$ cat src/rtl/core/sem_pkg.sv
package sem_pkg;

    localparam int SEM_MAX_WIDTH  = 2048;
    localparam int SEM_MAX_HEIGHT = 4096;
    localparam int SEM_CMP_W      = 14;
    localparam int SEM_ROW_W      = 12;
    localparam int SEM_HGT_W      = 13;
    localparam int SEM_WID_W      = 12;
    localparam int SEM_LUMA_W     = 16;
    localparam int SEM_GRAD_W     = 19;
    localparam int SEM_ABS_W      = 18;
    localparam int SEM_RAD_W      = 38;
    localparam int SEM_ROOT_W     = 19;
    localparam int SEM_REM_W      = 21;
    localparam int SEM_ADDR_W     = 4;
    localparam int SEM_DATA_W     = 32;

    localparam logic [7:0] W_RED   = 8'd77;
    localparam logic [7:0] W_GREEN = 8'd150;
    localparam logic [7:0] W_BLUE  = 8'd29;
    localparam logic [SEM_ROOT_W-1:0] FULL_SCALE = 19'd65280;

    typedef enum logic [1:0] {
        REG_INVERT = 2'd0,
        REG_WIDTH  = 2'd1,
        REG_HEIGHT = 2'd2
    } sem_reg_t;

    typedef enum logic [1:0] {
        FR_IDLE,
        FR_LOAD,
        FR_PUSH
    } sem_front_state_t;

    typedef enum logic [2:0] {
        BK_IDLE,
        BK_SQX,
        BK_SQY,
        BK_ROOT,
        BK_DONE
    } sem_back_state_t;

    typedef struct packed {
        logic signed [SEM_GRAD_W-1:0] gx;
        logic signed [SEM_GRAD_W-1:0] gy;
        logic                         last;
    } sem_grad_t;

endpackage

$ cat src/rtl/core/sem_queue.sv
module sem_queue
    import sem_pkg::*;
(
    input  logic      clk,
    input  logic      rst_n,
    input  logic      push_valid,
    input  sem_grad_t push_data,
    output logic      push_ready,
    output logic      pop_valid,
    output sem_grad_t pop_data,
    input  logic      pop_ready
);
    sem_grad_t  entry_reg [2];
    logic       wptr_reg, rptr_reg;
    logic [1:0] count_reg;
    logic       do_push, do_pop;

    assign push_ready = (count_reg != 2'd2);
    assign pop_valid  = (count_reg != 2'd0);
    assign pop_data   = entry_reg[rptr_reg];
    assign do_push    = push_valid && push_ready;
    assign do_pop     = pop_valid && pop_ready;

    always_ff @(posedge clk or negedge rst_n)
    begin
        if (!rst_n)
        begin
            wptr_reg  <= 1'b0;
            rptr_reg  <= 1'b0;
            count_reg <= 2'd0;
        end
        else
        begin
            if (do_push) wptr_reg <= ~wptr_reg;
            if (do_pop) rptr_reg <= ~rptr_reg;
            count_reg <= count_reg + 2'(do_push) - 2'(do_pop);
        end
    end

    always_ff @(posedge clk)
    begin
        if (do_push) entry_reg[wptr_reg] <= push_data;
    end
endmodule

$ cat config.mk
export PLATFORM = sky130hd
export DESIGN_NAME = sem_queue
export DESIGN_NICKNAME = d
export VERILOG_FILES = /design/src/rtl/core/sem_pkg.sv /design/src/rtl/core/sem_queue.sv
export SDC_FILE = /design/constraint.sdc
export NUM_CORES = 1
export LEC_CHECK = 0
export ABC_AREA = 1
export BUFFER_PORTS_ARGS = -buffer_cell sky130_fd_sc_hd__buf_2
export CAP_MARGIN = 30
export CORE_AREA = 2 2 87 89
export CTS_CLUSTER_DIAMETER = 30
export DETAILED_ROUTE_END_ITERATION = 12
export DIE_AREA = 0 0 89 91
export GPL_TIMING_DRIVEN = 1
export HOLD_SLACK_MARGIN = 0.02
export PLACE_DENSITY_LB_ADDON = 0.2
export SLEW_MARGIN = 20
export SYNTH_ARGS = -nofsm -noshare
export SYNTH_HDL_FRONTEND = slang
export SYNTH_SLANG_ARGS = --single-unit
$ cat constraint.sdc
create_clock -name clk -period 4.6 [get_ports clk]
set_input_delay 0.92 -clock clk [delete_from_list [all_inputs] [get_ports clk]]
set_output_delay 0.92 -clock clk [all_outputs]
set_load 0.02 [all_outputs]
# Word-level counts from Yosys, hierarchy flattened
# Memories as Yosys holds them, arrays and structs flattened.
# Cells that the tools add are included.
totals:
  reg_bits: 4
  out_inout_bits: 41
  ram_bits: 78
  input_bits: 43
  mem_count: 1
mem_list:
  columns: ["name", "depth", "width", "rd", "rd_ports_with_merged_regs", "wr", "line_no", "source"]
  rows:
  - ["entry_reg", 2, 39, 1, 0, 1, "sem_queue.sv:13", "sem_grad_t entry_reg [2];"]
op_classes:
  muxes: 2
  n_eq_ne: 1
  n_bitwise: 2
  reduce_logical: 3
  addsub: 2
ops:
  columns: ["operator", "count"]
  rows:
  - ["adder 2 x 1 -> 2 bit", 1]
  - ["logical AND 1 bit", 2]
  - ["two-way mux 1 bit", 2]
  - ["!= test 2 bit, second input constant", 1]
  - ["inverter 1 bit", 2]
  - ["nonzero test 2 bit", 1]
  - ["subtractor 2 x 1 -> 2 bit", 1]

# Longest topological paths before layout
depth:
  ltp_word: 4
  depth_mapped: 10

# Worst setup path after synthesis
# Ideal clock, no wire load.
synth_path:
  path_type: "input to register"
  startpoint: "input port push_valid"
  endpoint: "memory entry_reg[1][0] (netlist name) (enable)"
  slack_ns: 1.508
  arrival_ns: 2.657
  cell_stages: 2
  n_path_buf: 0
  path_cell_list: "nand2_1 > nor2_1"
synth_between:
  elab_chain_cells: 3
synth_lines:
  columns: ["element", "line_no", "source"]
  rows:
  - ["start: declaration", "sem_queue.sv:6", "input logic push_valid,"]
  - ["logical AND 1 bit", "sem_queue.sv:21", "assign do_push = push_valid && push_ready;"]
  - ["two-way mux 1 bit", "sem_queue.sv:42", "if (do_push) entry_reg[wptr_reg] <= push_data;"]
  - ["two-way mux 1 bit (not written as such)", "sem_queue.sv:42", null]
  - ["end: declaration", "sem_queue.sv:13", null]
# Every way passes these cells.

==> flow_metrics.py <==
metrics = {
    "status": {
        "status": "finished clean",
    },
    "route": {
        "routed_via_density": 4.42,
        "wl_um": 5230,
        "drt_iter0_drc": 53,
        "dr.pass1.iters": 4,
        "drc": 0,
        "vias": 1881,
        "antenna_left": 0,
        "avgRoutedWirePerCell_um": 12.3,
    },
    "sta": {
        "fin_ws_ns": 1.84,
        "rsz0062_at_grt": "no",
        "skew_ns": 0.00768,
        "tightest_slew_ns": 0.863,
        "finalMaxSlewViolations": 0,
        "fmax_mhz": 362,
        "setup_viol": 0,
        "finalSetupTns_ns": 0,
        "fin_crit_sh_pct": 60.1,
        "fin_crit_ns": 2.76,
        "hold_viol_final": 0,
        "relSlewSlack_pct": 42.4,
    },
    "synth": {
        "ys_types": 12,
        "synth_edf_count": 78,
        "synthArstFlopShare_pct": 4.88,
        "yosysMostFrequentCell": "nand2_1",
        "synth_flop_cell": "edfxtp_1",
        "synth_top_area_share_pct": 75.2,
        "synthesis.area_mm2": 0.00312,
        "seq_area_frac_synth_pct": 78.4,
        "synth_seq_cells": 82,
        "syn_inst": 236,
        "synthesis.nets": 281,
        "synthTopCellsByArea": "edfxtp_1 (75%), nand2_1 (16%), dfrtp_1 (3.2%), buf_6 (1.4%), buf_4 (0.96%)",
        "yosys_warnings": 0,
        "avgSynthCellArea_um2": 13.2,
        "synth_common_cells": "nand2_1 (130), edfxtp_1 (78), inv_1 (8)",
        "yosysTopAreaCell": "edfxtp_1",
    },
    "floorplan": {
        "die_y_um": 91,
        "die_area_mm2": 0.00810,
        "initial_core_util_pct": 43.7,
        "coreArea_mm2": 0.00714,
        "boundaryPins": 84,
        "die_w_um": 89,
        "rows": 31,
    },
    "worst_setup_path": {
        "cpMaxStageDelayCell": "dfrtp_2",
        "crit_arrival_ns": 1.84,
        "cpMostUsedCell": "nand2_1",
        "critPathMaxFanout": 41,
        "startpoint_type": "flop",
        "crit_type": "flop to output pin",
        "startpoint": "rptr_reg",
        "critical_path.cell_chain": "inv_8, nand2_1, nand2_1, buf_2",
        "reg2reg_to": "entry_reg[1][8]",
        "worstSetupEndpointType": "output pin",
        "rr_worst_depth": 4,
        "worst-r2r-setup-slack_ns": 2.93,
        "crit_required_ns": 3.68,
        "max_stage_delay_ns": 0.91,
        "timing.rr.start": "count_reg[1]",
    },
    "finish": {
        "fin_nets": 367,
        "fillCellCount": 644,
        "num_antenna_cells": 0,
        "drive_gt1_share_pct": 31.8,
        "largest_register_ffs": 78,
        "area_delta_synth_final_pct": 21.4,
    },
    "place": {
        "io_buffers": 83,
        "dp_slack_ns": 2.16,
        "dp_hpwl_um": 3300,
        "gp_congestion": 0.718,
    },
    "cts": {
        "clk_latency_ns": 0.34,
        "cts.sinks": 82,
        "clk_path_buf_depth": 2,
        "postCtsHoldBufs": 0,
        "clk_pin_slew_ns": 0.08,
        "cts_buffers": 9,
        "clockRootBuffer": "clkbuf_8",
        "cts_resized": 0,
        "cts_tree": "built",
        "htree_levels": 3,
        "cts_setup_buffers": 0,
    },
    "global_routing": {
        "grt_usage_pct": 13.7,
        "overflow": 0,
        "grt_pass1_vias": 1800,
        "grt_max_degree": 42,
        "antenna_found_initial": 0,
        "grt_pass1_wl_um": 8220,
    },
    "power_and_ir_drop": {
        "ir_drop_uv": 328,
        "p_leak_nw": 1.66,
        "p_per_area_mw_per_mm2": 651,
    },
    "flow_run": {
        "cap_violations": 0,
    },
    "min_path": {
        "holdCritPathClass": "primary input to asynchronous set/reset pin",
    },
}
[cells by family after synthesis]
group | synth area share [%]
and+or+nand+nor | 16.4
DFF | 78.4
buffers and inverters | 4.38
adders and majority gates | 0.803
[worst max-delay path by stage]
| stage | to | depth (start not counted) |
|---|---|---|
| 2_1_floorplan | entry_reg[1][0] | 2 |
| 3_3_place_gp | entry_reg[1][16] | 3 |
| 3_5_place_dp | pop_data[31] | 4 |
| 4_1_cts | pop_data[31] | 4 |
| 5_1_grt | pop_data[8] | 4 |
| 6_report | pop_data[31] | 4 |
[stage by stage]
step / hold WS (ns) / instances / power (mW) / cell area (µm²) / utilization [%]
CTS: 0.352 / 426 / 2.51 / 3780 / 53.0
detailed placement: 0.463 / 410 / 2.02 / 3600 / 50.4
floorplan: 0.442 / 236 / 1.76 / 3120 / -
global route: 0.348 / 426 / 2.63 / 3780 / 53.0
finish: 0.368 / 426 / 2.46 / 3780 / 53.0
global placement: 0.456 / 409 / 1.99 / 3570 / 50.0
[layout by cell type (no fill, tap or decap)]
| cell | netlist | routed |
|---|---|---|
| nor2_4 | 0 | 1 |
| clkinvlp_4 | 0 | 1 |
| bufinv_16 | 0 | 1 |
| inv_8 | 1 | 1 |
| nand3_2 | 1 | 1 |
| buf_16 | 0 | 1 |
| ha_1 | 2 | 2 |
| clkbuf_1 | 0 | 1 |
| buf_2 | 0 | 83 |
| clkbuf_8 | 0 | 9 |
| nand2_1 | 130 | 130 |
| dfrtp_2 | 0 | 1 |
| edfxtp_1 | 78 | 78 |
| dfrtp_1 | 4 | 3 |
| inv_2 | 0 | 1 |
| inv_1 | 8 | 7 |
| nand3_1 | 2 | 2 |
| clkinv_2 | 0 | 4 |
[area by class of cell]
cell class,count,area (µm²),share of cell area (%)
timing repair buffer,84,443,11.7
inverter,9,41.3,1.09
clock inverter,6,57.6,1.52
clock buffer,10,128,3.38
tap,99,124,3.28
sequential,82,2440,64.6
multi-input combinational,136,544,14.4
[critical path, delay by kind of cell, from the launching register on]
kind,cells,cell delay [ns]
flops,1,0.91
simple gates,2,0.19
buf+inv,2,0.38
[layer usage]
layer  global-route usage, %  part of all wire, %  up-vias
met3                    3.36                  5.8        8
met4                    6.72                  1.9        0
li1                        -                    -      954
met1                    17.4                   46      855
met2                    21.9                   47       64
met5                       0                    0        -
[power breakdown]
group / total, mW / switching (mW) / internal, mW
registers: 1.12 / 0.0971 / 1.02
clock network: 0.486 / 0.239 / 0.247
logic: 0.858 / 0.598 / 0.260
Power figures use the tool's default switching activity.
