==> src/rtl/core/sem_pkg.sv <==
package sem_pkg;

    localparam int SEM_MAX_WIDTH  = 2048;
    localparam int SEM_MAX_HEIGHT = 4096;
    localparam int SEM_CMP_W      = 14;
    localparam int SEM_ROW_W      = 12;
    localparam int SEM_HGT_W      = 13;
    localparam int SEM_WID_W      = 12;
    localparam int SEM_LUMA_W     = 16;
    localparam int SEM_GRAD_W     = 19;
    localparam int SEM_ABS_W      = 18;
    localparam int SEM_RAD_W      = 38;
    localparam int SEM_ROOT_W     = 19;
    localparam int SEM_REM_W      = 21;
    localparam int SEM_ADDR_W     = 4;
    localparam int SEM_DATA_W     = 32;

    localparam logic [7:0] W_RED   = 8'd77;
    localparam logic [7:0] W_GREEN = 8'd150;
    localparam logic [7:0] W_BLUE  = 8'd29;
    localparam logic [SEM_ROOT_W-1:0] FULL_SCALE = 19'd65280;

    typedef enum logic [1:0] {
        REG_INVERT = 2'd0,
        REG_WIDTH  = 2'd1,
        REG_HEIGHT = 2'd2
    } sem_reg_t;

    typedef enum logic [1:0] {
        FR_IDLE,
        FR_LOAD,
        FR_PUSH
    } sem_front_state_t;

    typedef enum logic [2:0] {
        BK_IDLE,
        BK_SQX,
        BK_SQY,
        BK_ROOT,
        BK_DONE
    } sem_back_state_t;

    typedef struct packed {
        logic signed [SEM_GRAD_W-1:0] gx;
        logic signed [SEM_GRAD_W-1:0] gy;
        logic                         last;
    } sem_grad_t;

endpackage

==> src/rtl/core/sem_res_if.sv <==
interface sem_res_if;
    logic       valid;
    logic       ready;
    logic [7:0] edge_value;
    logic       last_in_frame;
    modport source (output valid, output edge_value, output last_in_frame, input ready);
    modport sink (input valid, input edge_value, input last_in_frame, output ready);
endinterface

==> src/rtl/core/sem_back.sv <==
module sem_back
    import sem_pkg::*;
(
    input  logic      clk,
    input  logic      rst_n,
    input  logic      pop_valid,
    input  sem_grad_t pop_data,
    output logic      pop_ready,
    input  logic      cfg_invert,
    sem_res_if.source result
);
    sem_back_state_t state_reg, state_next;
    logic [SEM_ABS_W-1:0]  ax_reg, ay_reg;
    logic                  last_reg;
    logic [SEM_RAD_W-1:0]  rad_reg;
    logic [SEM_REM_W-1:0]  rem_reg;
    logic [SEM_ROOT_W-1:0] root_reg;
    logic [4:0]            cnt_reg;
    logic                  rvalid_reg;
    logic [7:0]            redge_reg;
    logic                  rlast_reg;
    logic [SEM_REM_W+1:0]  rem_sh, trial;
    logic [SEM_ROOT_W-1:0] m_clamp, m_fin;
    logic                  load_out;

    assign pop_ready = (state_reg == BK_IDLE);
    assign load_out  = (state_reg == BK_DONE) && (!rvalid_reg || result.ready);

    // one result bit per step of the restoring square root
    always_comb
    begin
        rem_sh = {rem_reg, rad_reg[SEM_RAD_W-1 -: 2]};
        trial  = (SEM_REM_W+2)'({root_reg, 2'b01});
        m_clamp = (root_reg > FULL_SCALE) ? FULL_SCALE : root_reg;
        m_fin   = cfg_invert ? FULL_SCALE - m_clamp : m_clamp;
    end

    always_comb
    begin
        state_next = state_reg;
        unique case (state_reg)
            BK_IDLE: if (pop_valid) state_next = BK_SQX;
            BK_SQX:  state_next = BK_SQY;
            BK_SQY:  state_next = BK_ROOT;
            BK_ROOT: if (cnt_reg == 5'(SEM_ROOT_W - 1)) state_next = BK_DONE;
            BK_DONE: if (load_out) state_next = BK_IDLE;
            default: state_next = BK_IDLE;
        endcase
    end

    always_ff @(posedge clk or negedge rst_n)
    begin
        if (!rst_n)
        begin
            state_reg  <= BK_IDLE;
            rvalid_reg <= 1'b0;
        end
        else
        begin
            state_reg <= state_next;
            if (load_out) rvalid_reg <= 1'b1;
            else if (result.ready) rvalid_reg <= 1'b0;
        end
    end

    always_ff @(posedge clk)
    begin
        unique case (state_reg)
            BK_IDLE:
            begin
                ax_reg   <= SEM_ABS_W'(pop_data.gx < 0 ? -pop_data.gx : pop_data.gx);
                ay_reg   <= SEM_ABS_W'(pop_data.gy < 0 ? -pop_data.gy : pop_data.gy);
                last_reg <= pop_data.last;
            end
            BK_SQX:
            begin
                rad_reg <= SEM_RAD_W'(ax_reg * ax_reg);
            end
            BK_SQY:
            begin
                rad_reg  <= rad_reg + SEM_RAD_W'(ay_reg * ay_reg);
                rem_reg  <= '0;
                root_reg <= '0;
                cnt_reg  <= '0;
            end
            BK_ROOT:
            begin
                rad_reg <= {rad_reg[SEM_RAD_W-3:0], 2'b00};
                cnt_reg <= cnt_reg + 1'b1;
                if (rem_sh >= trial)
                begin
                    rem_reg  <= SEM_REM_W'(rem_sh - trial);
                    root_reg <= {root_reg[SEM_ROOT_W-2:0], 1'b1};
                end
                else
                begin
                    rem_reg  <= SEM_REM_W'(rem_sh);
                    root_reg <= {root_reg[SEM_ROOT_W-2:0], 1'b0};
                end
            end
            BK_DONE:
            begin
                if (load_out)
                begin
                    redge_reg <= m_fin[15:8];
                    rlast_reg <= last_reg;
                end
            end
            default: ;
        endcase
    end

    assign result.valid         = rvalid_reg;
    assign result.edge_value    = redge_reg;
    assign result.last_in_frame = rlast_reg;
endmodule

==> src/flat_wrapper.sv <==
// flat-port wrapper written by rule: the top's interface ports become plain ports
module sem_back_flat import sem_pkg::*;
  (clk, rst_n, pop_valid, pop_data, pop_ready, cfg_invert, result_valid, result_edge_value, result_last_in_frame, result_ready);
  sem_res_if result_i ();
  input  logic clk;
  input  logic rst_n;
  input  logic pop_valid;
  input  sem_grad_t pop_data;
  output logic pop_ready;
  input  logic cfg_invert;
  output wire logic [$bits(result_i.valid)-1:0] result_valid;
  output wire logic [$bits(result_i.edge_value)-1:0] result_edge_value;
  output wire logic [$bits(result_i.last_in_frame)-1:0] result_last_in_frame;
  input wire logic [$bits(result_i.ready)-1:0] result_ready;
  assign result_valid = result_i.valid;
  assign result_edge_value = result_i.edge_value;
  assign result_last_in_frame = result_i.last_in_frame;
  assign result_i.ready = result_ready;
  sem_back u_core (.clk(clk), .rst_n(rst_n), .pop_valid(pop_valid), .pop_data(pop_data), .pop_ready(pop_ready), .cfg_invert(cfg_invert), .result(result_i));
endmodule
==> config.mk <==
export PLATFORM = sky130hd
export DESIGN_NAME = sem_back_flat
export DESIGN_NICKNAME = d
export VERILOG_FILES = /design/src/rtl/core/sem_pkg.sv /design/src/rtl/core/sem_res_if.sv /design/src/rtl/core/sem_back.sv /design/src/flat_wrapper.sv
export SDC_FILE = /design/constraint.sdc
export NUM_CORES = 2
export LEC_CHECK = 0
export BUFFER_PORTS_ARGS = -buffer_cell sky130_fd_sc_hd__buf_2
export CAP_MARGIN = 10
export CORE_UTILIZATION = 65
export DETAILED_ROUTE_END_ITERATION = 16
export PLACE_DENSITY = 0.92
export SLEW_MARGIN = 10
export SYNTH_ARGS = -nofsm -noshare
export SYNTH_HDL_FRONTEND = slang
export SYNTH_SLANG_ARGS = --single-unit
export TNS_END_PERCENT = 10
==> constraint.sdc <==
create_clock -name clk -period 13.3 [get_ports clk]
set_input_delay 2.66 -clock clk [delete_from_list [all_inputs] [get_ports clk]]
set_output_delay 2.66 -clock clk [all_outputs]
set_load 0.005 [all_outputs]
* Yosys cells after proc, flatten, opt, wreduce, memory -nomap -nowiden
Index checks and enable logic that the tools add are counted.
** Word-level totals
- Register bits after elaboration :: 133
- Input bits :: 44
- Output and inout port bits :: 11
- Word-level logic and storage cells :: 56
** Operators by class
- Add/sub/neg operators :: 6
- $mul :: 2
- Order comparisons :: 4
- Equal/unequal tests :: 8
- Muxes and demuxes :: 16
- Reductions and logical operators :: 9
** Operators with widths (number)
- 38-bit one-hot mux with 3 select lines :: 1
- 18-bit by 18-bit multiplier with 36-bit output :: 2
- 21-bit one-hot mux with 2 select lines :: 1
- 38-bit by 36-bit adder with 38-bit output :: 1
- 19-bit by 1-bit less-than comparator with 1-bit output (second input constant) :: 2
- 19-bit one-hot mux with 2 select lines :: 1
- 18-bit 2-to-1 mux :: 2
- 18-bit negation :: 2
- 16-bit 2-to-1 mux :: 2
- 23-bit by 21-bit >= comparator with 1-bit output :: 1
- 21-bit 2-to-1 mux :: 1
- 21-bit subtractor :: 1
- 19-bit by 16-bit greater-than comparator with 1-bit output (second input constant) :: 1
- 16-bit subtractor (first input constant) :: 1
- 3-bit one-hot mux with 5 select lines :: 1
- 5-bit one-hot mux with 2 select lines :: 1
- 3-bit 2-to-1 mux :: 3
- 3-bit by 2-bit == test with 1-bit output (second input constant) :: 2
- 5-bit by 1-bit adder with 5-bit output (second input constant) :: 1
- 5-bit == test (second input constant) :: 1
- 2-bit by 1-bit inequality test with 1-bit output (second input constant) :: 2
- 2-bit nonzero test :: 2
- 3-bit by 1-bit == test with 1-bit output (second input constant) :: 1
- 3-bit == test (second input constant) :: 1
- 9 further kinds :: 11

* Depth between registers and ports, before layout
- Depth after elaboration :: 5
- Mapped depth :: 26
- Mapped depth without buffers :: 24

* Least setup slack after synthesis
No wires, ideal clock.
- Kind :: reg-to-reg
- Start :: reg u_core.ay_reg[6]
- End :: reg u_core.rad_reg[35] (data pin)
- Library setup time :: 0.267 ns
- Data arrival time :: 6.147 ns
- Required time :: 13.033 ns
- Setup slack :: 6.886 ns
- Cell stages (with the launch flop) :: 25
- Path buffers :: 2
- Period minus slack after synthesis :: 6.414 ns
- Cells stage by stage :: edfxtp_1 > clkbuf_1 > clkbuf_1 > nand2_1 > fa_1 > inv_1 > fa_1 > inv_1 > fa_1 > inv_1 > fa_1 > fa_1 > inv_1 > fa_1 > inv_1 > ha_1 > and3_4 > and3_1 > a211o_4 > a221o_1 > a21oi_2 > a211oi_1 > or3_1 > a31oi_1 > mux2i_1
** Between the ends
- Word-level cells in the longest chain between the ends :: 3
** RTL lines
- start: declaration :: RTL line sem_back.sv:13 : logic [SEM_ABS_W-1:0] ax_reg, ay_reg;
- start signal: assignment :: RTL line sem_back.sv:72 : ay_reg <= SEM_ABS_W'(pop_data.gy < 0 ? -pop_data.gy : pop_data.gy);
- 18-bit by 18-bit multiplier with 36-bit output :: RTL line sem_back.sv:81 : rad_reg <= rad_reg + SEM_RAD_W'(ay_reg * ay_reg);
- 38-bit by 36-bit adder with 38-bit output :: RTL line sem_back.sv:81
- 38-bit one-hot mux with 3 select lines :: RTL line sem_back.sv:68 : unique case (state_reg)
- end signal: assignment :: RTL line sem_back.sv:77 : rad_reg <= SEM_RAD_W'(ax_reg * ax_reg);
- end signal: assignment :: RTL line sem_back.sv:81
- end signal: assignment :: RTL line sem_back.sv:88 : rad_reg <= {rad_reg[SEM_RAD_W-3:0], 2'b00};
- end: declaration :: RTL line sem_back.sv:15 : logic [SEM_RAD_W-1:0] rad_reg;
Every way passes these cells.
A chain may end at the register's enable or synchronous reset.

* Final worst setup path
- Start :: reg u_core.ay_reg[10]
- End :: reg u_core.rad_reg[34] (data pin)
The elaborated chain is that of the path after synthesis.

==> impl_metrics.csv <==
group,metric,value,unit
floorplan,initial_core_util,65.8,%
worst_hold_path,hp-class,"reg2reg",
job,maxCapViolCount,0,
placement,hpwl,52700,µm
worst_setup_path,critPathMaxStageDelay,840,ps
synth,synth_largest_area_cell,"fa_1",
final_layout,drive_gt1_share,4.47,%
worst_setup_path,worstPathRequired,13540,ps
power_and_ir_drop,total_power,6.72,mW
sta,drv_slew,0,
synth,synth_top_area_share,34.6,%
clock_network,post_cts_buffers,0,
final_layout,fin_util,69.0,%
synth,syn_area,26900,µm²
grt,grt_first_pass_wirelength,108000,µm
grt,grt_max_degree,78,
sta,max-slew-margin-rel,23.2,%
floorplan,ioPinCount,55,
worst_setup_path,critical_path_arrival,7530,ps
floorplan,num_rows,74,
power_and_ir_drop,power.leakage,14.7,nW
worst_setup_path,cp_max_fo,15,
final_layout,areaGrowthSynthToFinish,4.80,%
power_and_ir_drop,p_per_area,239,nW/µm²
final_layout,largest_reg_flops,38,
synth,ys_warn_count,0,
routing,drt-initial-drc-count,1941,
sta,fin_tns_setup,0,ps
synth,synth_edf_count,129,
routing,vias,20400,
clock_network,cts_htree_levels,4,
grt,met3_usage,6.08,%
worst_setup_path,cp_slowest_cell,"edfxtp_1",
final_layout,seqCellArea,3980,µm²
routing,wl,65200,µm
synth,synth_common_cells,"inv_1 (773), fa_1 (464), nand2_1 (264), ha_1 (257), nor2_1 (132)",
final_layout,diodes,0,
floorplan,die_w,205,µm
routing,wl_per_cell,18.7,µm
floorplan,dieArea,42200,µm²
sta,fin_ws,6010,ps
worst_setup_path,worstRegToRegCells,24,
synth,synthCells,2945,
worst_setup_path,cp_cell_sequence,"inv_1 > nor2_1 > inv_1 > fa_1 > inv_1 > fa_1 > inv_1 > fa_1 > inv_1 > fa_1 > fa_1 > inv_1 > fa_1 > inv_1 > ha_1 > a21o_1 > or3_1 > a21oi_1 > o21bai_1 > a2111oi_2 > nor3_1 > a31oi_1 > xnor2_1 > o221a_1",
clock_network,clk_pin_slew_worst_paths,70,ps
worst_hold_path,holdPathStages,0,
final_layout,nets,3703,
sta,fin_crit_sh,54.8,%
clock_network,clkSinkCount,133,
synth,ys_async_sr_fraction,3.01,%
clock_network,numCtsBuffers,17,
synth,synth_area_leaders,"fa_1 (35%), edfxtp_1 (14%), ha_1 (12%)",
clock_network,cts-root-buf,"clkbuf_16",
sta,fmax,137,MHz
grt,grt_use_met1,39.4,%
synth,ys_ff_latch,133,
placement,place_ws,6090,ps
grt,grt.busiest_layer,"met2",
outcome,run_status,"finished clean",
worst_setup_path,cp-start-kind,"flip-flop",
sta,worstMarginPinSlew,1150,ps
grt,grt_pass1_vias,22200,
sta,setup-violations-final,0,
sta,fin_crit,7290,ps
sta,fin_skew,13.3,ps
power_and_ir_drop,max-vdd-ir-drop,255,µV
floorplan,die_height,205,µm
final_layout,fill_cells,2879,
placement,io_buffers,54,
grt,overflow,0,
synth,syn_avg_cell_area,9.13,µm²
routing,dr.pass1.iters,7,
clock_network,cts_tree,"built",
clock_network,cts_resized,0,
synth,synth_cell_types,79,
final_layout,multi_input_area,19700,µm²
placement,gp_congestion,0.967,
worst_setup_path,end_kind,"flip-flop",
clock_network,clkLatencyLatePin,490,ps
clock_network,clock_path_buffers,2,
floorplan,coreArea,40800,µm²
grt,grtUsageTotal,32.9,%
synth,ys.flop_type,"edfxtp_1",
sta,rsz0062_at_grt,"false",
sta,hold_viol,0,
clock_network,hold_buffers,0,
synth,yosysSeqAreaShare,14.8,%
synth,syn-num-nets,3710,
routing,post_drt_via_cell_ratio,5.87,
worst_setup_path,path_class,"reg2reg",
synth,yosysMostFrequentCell,"inv_1",
routing,drc,0,
grt,gr-usage-met2,56.7,%
grt,antenna_found_initial,1,
worst_setup_path,cp_common_cell,"inv_1",
routing,drtAntennaViolNets,0,
critical path: cells and delay by family, from the launching register on:
kind / cells / cell delay (ps)
DFF: 1 / 840
AOI/OAI and AO/OA: 6 / 1340
xor gates and xnor gates: 1 / 90
buffers and inverters: 7 / 710
adders and majority gates: 7 / 3280
and+or+nand+nor: 3 / 780
placed cells by master, fill, tap and decap left out, drive strengths merged, types with 12 or more instances in the layout:
cell | netlist | final
inv | 774 | 783
fa | 464 | 464
nand2 | 264 | 264
ha | 257 | 257
nor2 | 132 | 132
edfxtp | 129 | 129
and2 | 119 | 119
a21oi | 106 | 106
o21ai | 98 | 98
xnor2 | 79 | 79
buf | 6 | 63
a21o | 53 | 53
nand3 | 40 | 40
xor2 | 35 | 35
nor3 | 29 | 29
a211oi | 20 | 20
o211ai | 18 | 18
clkbuf | 83 | 17
and3 | 17 | 17
o21a | 16 | 16
or3 | 16 | 16
nand2b | 16 | 16
nor2b | 15 | 15
o31ai | 14 | 14
nand4 | 12 | 12
a31oi | 12 | 12
path summary, 6_finish.rpt:
path                                        startpoint                                    end  slack (ps)
setup / recovery           u_core.ay_reg[10]$_DFFE_PP_           u_core.rad_reg[34]$_DFFE_PP_        6010
hold / removal               u_core.last_reg$_DFFE_PP_  u_core.result.last_in_frame$_DFFE_PP_         450
setup reg to reg           u_core.ay_reg[10]$_DFFE_PP_           u_core.rad_reg[34]$_DFFE_PP_        6010
hold reg to reg              u_core.last_reg$_DFFE_PP_  u_core.result.last_in_frame$_DFFE_PP_         450
max in group asynchronous                        rst_n        u_core.state_reg[0]$_DFFE_PN0P_       11200
min in group asynchronous                        rst_n        u_core.result.valid$_DFFE_PN0P_        1970
where the power goes:
part | internal, mW | total, mW | switching [mW]
logic | 2.13 | 5.38 | 3.25
clock network | 0.269 | 0.503 | 0.234
registers | 0.720 | 0.836 | 0.116
total | 3.12 | 6.72 | 3.60
through the flow:
| stage | cells | hold WS, ps | area [µm²] |
|---|---|---|---|
| floorplan | 2945 | 400 | 26900 |
| global placement | 3451 | 428 | 27600 |
| detailed placement | 3451 | 436 | 27600 |
| CTS | 3483 | 477 | 28200 |
| global route | 3483 | 476 | 28200 |
| finish | 3483 | 450 | 28200 |
metal layers:
layer / wire length, µm / part of all wire, % / vias to the layer above
met5: 13 / 0.020 / -
met4: 3210 / 4.9 / 2
met3: 4880 / 7.5 / 258
met2: 32900 / 50 / 966
met1: 24200 / 37 / 10000
li1: - / - / 9164
cell families after synthesis:
| logic type | share of synthesized area [%] |
|---|---|
| flops | 14.8 |
| simple gates | 12.1 |
| compound gates | 10.3 |
| mux | 0.498 |
| fa+ha+maj | 46.5 |
| xor+xnor | 3.71 |
| buf+inv | 12.1 |
area by class of cell:
type                    count  area share [%]
multi-input cells        1949            69.9
clock buffers              17            1.51
clock inverters            15           0.644
flip-flops and latches    133            14.1
repair buffers             63            1.20
well taps                 532            2.36
inverters                 774            10.3
Note: power is estimated with default switching activity, not from simulation.
